--- src/sv/asfd_pkg.sv ---
// asfd_pkg: encodings, register indexes, reset values and sample expansion
// functions of the audio sample format decoder.
// No dependencies; used by the interfaces, the top level and its checker.
package asfd_pkg;

	localparam int DataByteW    = 8;
	localparam int SampleW      = 32;
	localparam int ChanIndexW   = 3;
	localparam int EncW         = 3;
	localparam int ChanCountW   = 4;
	localparam int FramesW      = 32;
	localparam int PendingW     = 24;
	localparam int CfgDataW     = 32;
	localparam int CfgIndexW    = 2;
	localparam int MaxChannels  = 8;

	typedef enum logic [EncW-1:0] {
		ENC_U8      = 3'd0,
		ENC_S16     = 3'd1,
		ENC_S24     = 3'd2,
		ENC_S32     = 3'd3,
		ENC_MULAW   = 3'd4,
		ENC_ALAW    = 3'd5,
		ENC_FLOAT32 = 3'd6
	} enc_t;

	// encoding code left unused by enc_t: bytes under it are dropped
	localparam logic [EncW-1:0] EncReserved = 3'd7;

	typedef enum logic [CfgIndexW-1:0] {
		REG_SAMPLE_ENCODING  = 2'd0,
		REG_CHANNEL_COUNT    = 2'd1,
		REG_FRAMES_PER_BLOCK = 2'd2
	} reg_index_t;

	localparam logic [EncW-1:0]       EncReset    = ENC_S16;
	localparam logic [ChanCountW-1:0] ChanReset   = 4'd1;
	localparam logic [FramesW-1:0]    FramesReset = 32'd1;

	typedef struct packed {
		logic [SampleW-1:0] value;
		logic               clip;
	} float_res_t;

	// bytes making up one sample; the reserved code counts as one
	function automatic logic [2:0] bytes_for(input logic [EncW-1:0] enc);
		case (enc)
			ENC_S16:     bytes_for = 3'd2;
			ENC_S24:     bytes_for = 3'd3;
			ENC_S32:     bytes_for = 3'd4;
			ENC_FLOAT32: bytes_for = 3'd4;
			default:     bytes_for = 3'd1;
		endcase
	endfunction

	// G.711 mu-law to 16-bit linear, placed in the top half of Q1.31
	function automatic logic [SampleW-1:0] mulaw_q31(input logic [7:0] b);
		logic [7:0]         u;
		logic [15:0]        mag;
		logic [SampleW-1:0] q;
		u   = ~b;
		mag = (({9'd0, u[3:0], 3'b000} + 16'h0084) << u[6:4]) - 16'h0084;
		q   = {mag, 16'h0000};
		mulaw_q31 = u[7] ? (32'd0 - q) : q;
	endfunction

	// G.711 A-law to 16-bit linear, placed in the top half of Q1.31
	function automatic logic [SampleW-1:0] alaw_q31(input logic [7:0] b);
		logic [7:0]         a;
		logic [15:0]        mag;
		logic [SampleW-1:0] q;
		a = b ^ 8'h55;
		if (a[6:4] == 3'd0)
			mag = {8'd0, a[3:0], 4'h0} + 16'd8;
		else
			mag = ({8'd0, a[3:0], 4'h0} + 16'h0108) << (a[6:4] - 3'd1);
		q = {mag, 16'h0000};
		alaw_q31 = a[7] ? q : (32'd0 - q);
	endfunction

	// IEEE single to Q1.31: truncate toward zero, saturate, NaN gives zero
	function automatic float_res_t float_q31(input logic [31:0] w);
		logic               neg;
		logic [7:0]         ex;
		logic [22:0]        mant;
		logic [7:0]         rsh;
		logic [SampleW-1:0] mag;
		float_res_t         r;
		neg  = w[31];
		ex   = w[30:23];
		mant = w[22:0];
		rsh  = 8'd119 - ex;
		mag  = '0;
		r.clip  = 1'b0;
		r.value = '0;
		if (ex == 8'hFF && mant != 23'd0) begin
			r.clip = 1'b1;
		end else if (ex >= 8'd127) begin
			if (neg && ex == 8'd127 && mant == 23'd0) begin
				r.value = 32'h8000_0000;
			end else begin
				r.clip  = 1'b1;
				r.value = neg ? 32'h8000_0000 : 32'h7FFF_FFFF;
			end
		end else begin
			if (ex == 8'd0)
				mag = '0;
			else if (ex >= 8'd119)
				mag = {8'd0, 1'b1, mant} << ex[2:0] - 3'd7;
			else if (rsh >= 8'd32)
				mag = '0;
			else
				mag = {8'd0, 1'b1, mant} >> rsh[4:0];
			r.value = neg ? (32'd0 - mag) : mag;
		end
		float_q31 = r;
	endfunction

endpackage

--- src/sv/asfd_if.sv ---
// asfd_if: byte and sample channel interfaces (valid/ready handshake).
// Depends on asfd_pkg for field widths.
interface asfd_byte_if;
	logic                            valid;
	logic                            ready;
	logic [asfd_pkg::DataByteW-1:0]  data_byte;
	logic                            restart_frame;

	modport source (output valid, output data_byte, output restart_frame, input ready);
	modport sink   (input valid, input data_byte, input restart_frame, output ready);
endinterface

interface asfd_sample_if;
	logic                             valid;
	logic                             ready;
	logic [asfd_pkg::SampleW-1:0]     sample_value;
	logic [asfd_pkg::ChanIndexW-1:0]  channel_index;
	logic                             frame_end;
	logic                             block_end;
	logic                             clipped;

	modport source (output valid, output sample_value, output channel_index,
		output frame_end, output block_end, output clipped, input ready);
	modport sink   (input valid, input sample_value, input channel_index,
		input frame_end, input block_end, input clipped, output ready);
endinterface

--- src/sv/audio_sample_format_decoder.sv ---
// audio_sample_format_decoder: WAV payload byte stream to Q1.31 samples.
// Depends on asfd_pkg and the channel interfaces in asfd_if.sv.
//
// Usage
//  - bytes (sink): one little-endian payload byte per transfer. restart_frame
//    set on a transfer drops any part-assembled sample and zeroes the channel
//    and frame counters before that byte is used.
//  - samples (source): one transfer per completed sample, Q1.31 value with
//    its channel, end-of-frame, end-of-block and float clip marks.
//  - cfg_write_en/cfg_index/cfg_data: register writes (encoding, channel
//    count, frames per block), only while the block is idle.
// Latency: the sample appears on samples the cycle after the byte that
// completes it. Throughput: one byte per cycle while the output is not stalled,
// set by the single output register; assembly, table expansion and normalisation
// sit between the byte input and that register.
// Stalls: bytes.ready stays high while the output register is empty or its
// contents are being taken this cycle; otherwise the upstream is held.
// Bytes that only add to a sample are accepted under the same rule.
// Reset: encoding s16, one channel, one frame per block, counters cleared,
// output register empty.
module audio_sample_format_decoder #(
	parameter int MAX_CHANNELS = asfd_pkg::MaxChannels
) (
	input  logic                              clk,
	input  logic                              arst_n,
	asfd_byte_if.sink                         bytes,
	asfd_sample_if.source                     samples,
	input  logic                              cfg_write_en,
	input  logic [asfd_pkg::CfgIndexW-1:0]    cfg_index,
	input  logic [asfd_pkg::CfgDataW-1:0]     cfg_data
);

	// counter width covers both the 4-bit count register and MAX_CHANNELS
	localparam int NCW = ($clog2(MAX_CHANNELS + 1) > asfd_pkg::ChanCountW) ?
		$clog2(MAX_CHANNELS + 1) : asfd_pkg::ChanCountW;

	// configuration
	logic [asfd_pkg::EncW-1:0]       enc_q;
	logic [asfd_pkg::ChanCountW-1:0] chan_count_q;
	logic [asfd_pkg::FramesW-1:0]    fpb_q;

	// assembly and position state
	logic [asfd_pkg::PendingW-1:0]   pending_q;
	logic [1:0]                      pos_q;
	logic [NCW-1:0]                  chan_q;
	logic [asfd_pkg::FramesW-1:0]    frames_q;

	// output register
	logic                            out_valid_q;
	logic [asfd_pkg::SampleW-1:0]    value_q;
	logic [asfd_pkg::ChanIndexW-1:0] chan_idx_q;
	logic                            fend_q;
	logic                            bend_q;
	logic                            clip_q;

	logic                            in_xfer;
	logic                            restart;
	logic [asfd_pkg::PendingW-1:0]   pend;
	logic [1:0]                      pos;
	logic [NCW-1:0]                  chan;
	logic [asfd_pkg::FramesW-1:0]    frames;
	logic [2:0]                      size;
	logic                            rsvd;
	logic                            partial;
	logic [asfd_pkg::PendingW-1:0]   pend_next;
	logic [31:0]                     word;
	logic [asfd_pkg::SampleW-1:0]    q;
	logic                            clip;
	asfd_pkg::float_res_t            fres;
	logic [NCW-1:0]                  nch;
	logic [asfd_pkg::FramesW-1:0]    fpb;
	logic                            fend;
	logic                            bend;

	assign bytes.ready = !out_valid_q || samples.ready;
	assign in_xfer     = bytes.valid && bytes.ready;

	// restart acts before the byte
	assign restart = bytes.restart_frame;
	assign pend    = restart ? '0 : pending_q;
	assign pos     = restart ? '0 : pos_q;
	assign chan    = restart ? '0 : chan_q;
	assign frames  = restart ? '0 : frames_q;

	assign size    = asfd_pkg::bytes_for(enc_q);
	assign rsvd    = (enc_q == asfd_pkg::EncReserved);
	assign partial = ({1'b0, pos} + 3'd1) < size;

	assign pend_next = pend | ({16'd0, bytes.data_byte} << {pos, 3'b000});

	// held low bytes (as many as the sample needs) plus this byte on top;
	// also covers an encoding change with bytes already held
	always_comb begin
		case (size)
			3'd2:    word = {16'd0, bytes.data_byte, pend[7:0]};
			3'd3:    word = {8'd0, bytes.data_byte, pend[15:0]};
			3'd4:    word = {bytes.data_byte, pend[23:0]};
			default: word = {24'd0, bytes.data_byte};
		endcase
	end

	assign fres = asfd_pkg::float_q31(word);

	always_comb begin
		clip = 1'b0;
		case (enc_q)
			asfd_pkg::ENC_U8:      q = {word[7:0] - 8'd128, 24'd0};
			asfd_pkg::ENC_S16:     q = {word[15:0], 16'd0};
			asfd_pkg::ENC_S24:     q = {word[23:0], 8'd0};
			asfd_pkg::ENC_S32:     q = word;
			asfd_pkg::ENC_MULAW:   q = asfd_pkg::mulaw_q31(word[7:0]);
			asfd_pkg::ENC_ALAW:    q = asfd_pkg::alaw_q31(word[7:0]);
			default: begin
				q    = fres.value;
				clip = fres.clip;
			end
		endcase
	end

	// out-of-range counts: zero acts as one, above MAX_CHANNELS clamps
	always_comb begin
		if (chan_count_q == '0)
			nch = NCW'(1);
		else if (NCW'(chan_count_q) > NCW'(MAX_CHANNELS))
			nch = NCW'(MAX_CHANNELS);
		else
			nch = NCW'(chan_count_q);
	end

	assign fpb  = (fpb_q == '0) ? 32'd1 : fpb_q;
	assign fend = ({1'b0, chan} + 1'b1) >= {1'b0, nch};
	assign bend = fend && (({1'b0, frames} + 33'd1) >= {1'b0, fpb});

	// configuration registers
	always_ff @(posedge clk or negedge arst_n) begin
		if (!arst_n) begin
			enc_q        <= asfd_pkg::EncReset;
			chan_count_q <= asfd_pkg::ChanReset;
			fpb_q        <= asfd_pkg::FramesReset;
		end else if (cfg_write_en) begin
			case (cfg_index)
				asfd_pkg::REG_SAMPLE_ENCODING:  enc_q <= cfg_data[asfd_pkg::EncW-1:0];
				asfd_pkg::REG_CHANNEL_COUNT:
					chan_count_q <= cfg_data[asfd_pkg::ChanCountW-1:0];
				asfd_pkg::REG_FRAMES_PER_BLOCK: fpb_q <= cfg_data;
				default: ;
			endcase
		end
	end

	// assembly, channel and frame counters
	always_ff @(posedge clk or negedge arst_n) begin
		if (!arst_n) begin
			pending_q <= '0;
			pos_q     <= '0;
			chan_q    <= '0;
			frames_q  <= '0;
		end else if (in_xfer) begin
			if (rsvd) begin
				// reserved encoding: byte dropped, only a restart has effect
				pending_q <= pend;
				pos_q     <= pos;
				chan_q    <= chan;
				frames_q  <= frames;
			end else if (partial) begin
				pending_q <= pend_next;
				pos_q     <= pos + 2'd1;
				chan_q    <= chan;
				frames_q  <= frames;
			end else begin
				pending_q <= '0;
				pos_q     <= '0;
				if (fend) begin
					chan_q   <= '0;
					frames_q <= bend ? '0 : frames + 32'd1;
				end else begin
					chan_q   <= chan + 1'b1;
					frames_q <= frames;
				end
			end
		end
	end

	// output register: loaded by a completing byte, emptied by a transfer
	always_ff @(posedge clk or negedge arst_n) begin
		if (!arst_n) begin
			out_valid_q <= 1'b0;
		end else if (bytes.ready) begin
			out_valid_q <= in_xfer && !rsvd && !partial;
		end
	end

	always_ff @(posedge clk) begin
		if (in_xfer && !rsvd && !partial) begin
			value_q    <= q;
			chan_idx_q <= chan[asfd_pkg::ChanIndexW-1:0];
			fend_q     <= fend;
			bend_q     <= bend;
			clip_q     <= clip;
		end
	end

	assign samples.valid         = out_valid_q;
	assign samples.sample_value  = value_q;
	assign samples.channel_index = chan_idx_q;
	assign samples.frame_end     = fend_q;
	assign samples.block_end     = bend_q;
	assign samples.clipped       = clip_q;

endmodule

--- src/flat_wrapper.sv ---
// flat-port wrapper written by rule: the top's interface ports become plain ports
module audio_sample_format_decoder_flat 
#(
	parameter int MAX_CHANNELS = asfd_pkg::MaxChannels
)
  (clk, arst_n, cfg_write_en, cfg_index, cfg_data, bytes_valid, bytes_data_byte, bytes_restart_frame, bytes_ready, samples_valid, samples_sample_value, samples_channel_index, samples_frame_end, samples_block_end, samples_clipped, samples_ready);
  asfd_byte_if bytes_i ();
  asfd_sample_if samples_i ();
  input  logic clk;
  input  logic arst_n;
  input  logic cfg_write_en;
  input  logic [asfd_pkg::CfgIndexW-1:0] cfg_index;
  input  logic [asfd_pkg::CfgDataW-1:0] cfg_data;
  input wire logic [$bits(bytes_i.valid)-1:0] bytes_valid;
  input wire logic [$bits(bytes_i.data_byte)-1:0] bytes_data_byte;
  input wire logic [$bits(bytes_i.restart_frame)-1:0] bytes_restart_frame;
  output wire logic [$bits(bytes_i.ready)-1:0] bytes_ready;
  output wire logic [$bits(samples_i.valid)-1:0] samples_valid;
  output wire logic [$bits(samples_i.sample_value)-1:0] samples_sample_value;
  output wire logic [$bits(samples_i.channel_index)-1:0] samples_channel_index;
  output wire logic [$bits(samples_i.frame_end)-1:0] samples_frame_end;
  output wire logic [$bits(samples_i.block_end)-1:0] samples_block_end;
  output wire logic [$bits(samples_i.clipped)-1:0] samples_clipped;
  input wire logic [$bits(samples_i.ready)-1:0] samples_ready;
  assign bytes_i.valid = bytes_valid;
  assign bytes_i.data_byte = bytes_data_byte;
  assign bytes_i.restart_frame = bytes_restart_frame;
  assign bytes_ready = bytes_i.ready;
  assign samples_valid = samples_i.valid;
  assign samples_sample_value = samples_i.sample_value;
  assign samples_channel_index = samples_i.channel_index;
  assign samples_frame_end = samples_i.frame_end;
  assign samples_block_end = samples_i.block_end;
  assign samples_clipped = samples_i.clipped;
  assign samples_i.ready = samples_ready;
  audio_sample_format_decoder #(.MAX_CHANNELS(MAX_CHANNELS)) u_core (.clk(clk), .arst_n(arst_n), .bytes(bytes_i), .samples(samples_i), .cfg_write_en(cfg_write_en), .cfg_index(cfg_index), .cfg_data(cfg_data));
endmodule
--- config.mk ---
export PLATFORM = sky130hd
export DESIGN_NAME = audio_sample_format_decoder_flat
export DESIGN_NICKNAME = d
export VERILOG_FILES = /design/src/sv/asfd_pkg.sv /design/src/sv/asfd_if.sv /design/src/sv/audio_sample_format_decoder.sv /design/src/flat_wrapper.sv
export SDC_FILE = /design/constraint.sdc
export NUM_CORES = 1
export LEC_CHECK = 0
export ABC_AREA = 0
export BUFFER_PORTS_ARGS = -buffer_cell sky130_fd_sc_hd__buf_2
export CAP_MARGIN = 20
export CELL_PAD_IN_SITES_DETAIL_PLACEMENT = 1
export CELL_PAD_IN_SITES_GLOBAL_PLACEMENT = 2
export CORE_ASPECT_RATIO = 0.6
export CORE_MARGIN = 3
export CORE_UTILIZATION = 39
export CTS_BUF_LIST = sky130_fd_sc_hd__clkbuf_4 sky130_fd_sc_hd__clkbuf_8
export DETAILED_ROUTE_END_ITERATION = 8
export PLACE_DENSITY = 0.91
export RECOVER_POWER = 50
export SYNTH_ARGS = -nofsm -noshare
export SYNTH_HDL_FRONTEND = slang
export SYNTH_SLANG_ARGS = --single-unit
--- constraint.sdc ---
create_clock -name clk -period 7.1 [get_ports clk]
set_clock_uncertainty 0.1 [all_clocks]
set_input_delay 1.42 -clock clk [delete_from_list [all_inputs] [get_ports clk]]
set_output_delay 1.42 -clock clk [all_outputs]
set_load 0.01 [all_outputs]
==> flow_summary.yaml <==
routing:
  drt-total-wl_um: 68600
  vias_per_cell: 6.91
  drc: 0
  vias: 16500
  wl_per_cell_um: 28.8
  drt_iter0_markers: 2483
  dr.pass1.iters: 8
  antenna_left: 0
timing:
  period_share_pct: 91.5
  hold_viol: 0
  period_minus_slack_ns: 6.50
  fin_tns_setup_ns: 0
  maxSlewViolCount: 138
  rsz0062_at_grt: "no"
  fmax_mhz: 154
  setup_viol: 0
  relSlewSlack_pct: -29.3
  tightest_slew_ns: 1.94
logic_synthesis:
  yosys.area_share.simple_pct: 24.8
  synthDistinctLibCells: 112
  synthArstFlopShare_pct: 72.9
  synth_nets: 1917
  synthXorXnorAreaFrac_pct: 3.74
  ys_warn_count: 0
  synth_top_family_by_area: "compound AO/OA/AOI/OAI gates"
  synth_top_area_cell: "dfrtp_1"
  synth_edf_count: 38
  synthAdderAreaFrac_pct: 4.68
  syn_area_mm2: 0.0150
  muxShareOfSynthArea_pct: 9.76
  ys_ff_latch: 140
  ys.flop_type: "dfrtp_1"
  synthTopCellsByArea: "dfrtp_1 (17%), edfxtp_1 (7.6%), ha_1 (4.7%), mux2i_1 (3.8%), nand2_1 (3.7%)"
  yosysSeqAreaShare_pct: 24.7
  synth-compound-area-share_pct: 26.1
  avgSynthCellArea_um2: 8.25
  syn-instance-count: 1813
  yosysTopAreaCellShare_pct: 16.6
pwr:
  power_mw: 4.59
  vdd_drop_max_uv: 126
  power.density_mw_per_mm2: 281
  p_leak_nw: 6.51
clock_tree:
  htreeDepth: 4
  path_clk_slew_ns: 0.10
  clock_latency_ns: 0.52
  cts_tree: "done"
  clockBufferDepth: 2
  cts_sinks: 140
  clockRootBuffer: "clkbuf_8"
  cts_buffers: 17
  post_cts_buffers: 0
  cts_hold_buf: 0
  post_cts_resized: 0
setup_path:
  critPathCaptureType: "flop"
  worstPathArrival_ns: 6.80
  start_kind: "input pin"
  worstPathRequired_ns: 7.40
  cp_max_fo: 25
  r2r_slack_ns: 0.85
  criticalPathCategory: "in2reg"
grt:
  antenna_found_initial: 2
  gr-total-overflow: 0
  grt_pass1_wl_um: 103000
  grt_max_degree: 74
  grt.total_usage_pct: 33.3
  grt_pass1_vias: 15900
status:
  violations: "capacitance limit, slew limit"
  outcome: "finished with violations"
placed_design:
  dpl.hpwl_um: 53500
  gp_congestion: 1.03
  io_buffers: 87
floorplan:
  die-height_um: 158
  initial_utilization_pct: 40.3
  io_pins: 88
  dieArea_mm2: 0.0408
  die-width_um: 259
  fp-row-count: 54
  coreArea_mm2: 0.0371
flow_run:
  timing.max_cap.violations: 3
final_layout:
  layout_commonest_cell: "nand2_1"
  drive_gt1_share_pct: 16.6
  final_cell_mix: "nand2_1 (147), nor2_1 (136), dfrtp_1 (99)"
  final_net_count: 1966
  synthToLayoutAreaGrowth_pct: 9.14
min_path:
  min_path_type: "reg2reg"
synth_stat cells, types with 23 or more instances:
library cell	instances
nor2b_1	34
a21o_1	23
dfrtp_1	99
a21oi_1	94
edfxtp_1	38
clkbuf_1	69
buf_2	30
ha_1	56
mux2_2	45
inv_1	63
a211oi_1	24
a31oi_1	24
mux2i_1	57
nand4_1	41
nand2b_1	24
nor3_1	43
o22ai_1	27
nand3_1	74
o21ai_0	90
nor2_1	136
nand2_1	147
xnor2_1	33
xor2_1	29
a22o_1	45
registers in the layout (all words and copies together) (netlist names):
signal and count:
u_core.samples.block_end 1, u_core.fpb_q 32, u_core.pos_q 2, u_core.samples.channel_index 3, u_core.chan_count_q 4, u_core.samples.clipped 1
u_core.chan_q 4, u_core.enc_q 3, u_core.samples.valid 1, u_core.pending_q 24, u_core.frames_q 32, u_core.samples.frame_end 1
u_core.samples.sample_value 32
worst paths after layout:
path | startpoint | to | cells after the start
max | bytes_restart_frame | u_core.frames_q[8] | 23
min | u_core.frames_q[19] | u_core.frames_q[19] | 1
max reg2reg | u_core.enc_q[0] | u_core.samples.sample_value[27] | 17
min reg2reg | u_core.frames_q[19] | u_core.frames_q[19] | 1
max in group asynchronous | arst_n | u_core.frames_q[21] | 2
min in group asynchronous | arst_n | u_core.fpb_q[7] | 1
layer usage:
metal,vias to the layer above,wire (µm),GRT usage [%]
li1,7019,-,-
met1,8250,31100,50.0
met2,1070,26300,43.8
met3,114,10000,13.2
met4,0,1150,7.05
met5,-,0,0
cells by family after synthesis:
group	after synthesis
AO/OA/AOI/OAI	548
flip-flops	140
adder cells (fa/ha/maj)	56
multiplexers	119
XOR/XNOR	63
buffers and inverters	202
AND/OR/NAND/NOR	685
final cells by class:
cell class                      count  area (µm²)
Antenna cell                        2        5.00
Clock buffer                       19         262
Clock inverter                     13         144
Fill cell                        4453       20800
Inverter                           68         258
Multi-Input combinational cell   1471       10300
Sequential cell                   140        3700
Tap cell                          504         631
Timing Repair Buffer              164         980
critical path: stages:
cell	delay [ns]
buf_2	0.27
nor2b_1	0.26
ha_1	0.25
nand2_1	0.08
nor3_2	0.27
nand2_1	0.16
or4_1	0.65
or3_4	0.41
xor2_1	0.16
nor2_1	0.16
ha_1	0.27
a21oi_1	0.14
nor2b_1	0.06
o21ai_0	0.14
nand2b_1	0.08
a21oi_1	0.16
nor2b_1	0.07
o21ai_0	0.54
nand2_2	0.20
a21oi_2	0.14
buf_4	0.24
nand3_1	0.29
o32ai_1	0.36
power breakdown:
part | total, mW | switching (mW) | internal, mW
logic | 2.67 | 1.79 | 0.879
clock network | 0.718 | 0.407 | 0.311
registers | 1.20 | 0.179 | 1.02
metrics by stage:
stage	worst slack [ns]	area (µm²)	cells	hold WS, ns	utilization (%)
after detailed placement	0.211	16000	2347	0.396	43.0
after global routing	0.100	16300	2379	0.454	44.0
after global placement	0.494	16000	2347	0.396	43.0
final	0.601	16300	2381	0.429	44.0
after CTS	0.714	16400	2379	0.421	44.1
after floorplan	0.0853	15000	1813	0.373	-
Power figures use the tool's default switching activity.
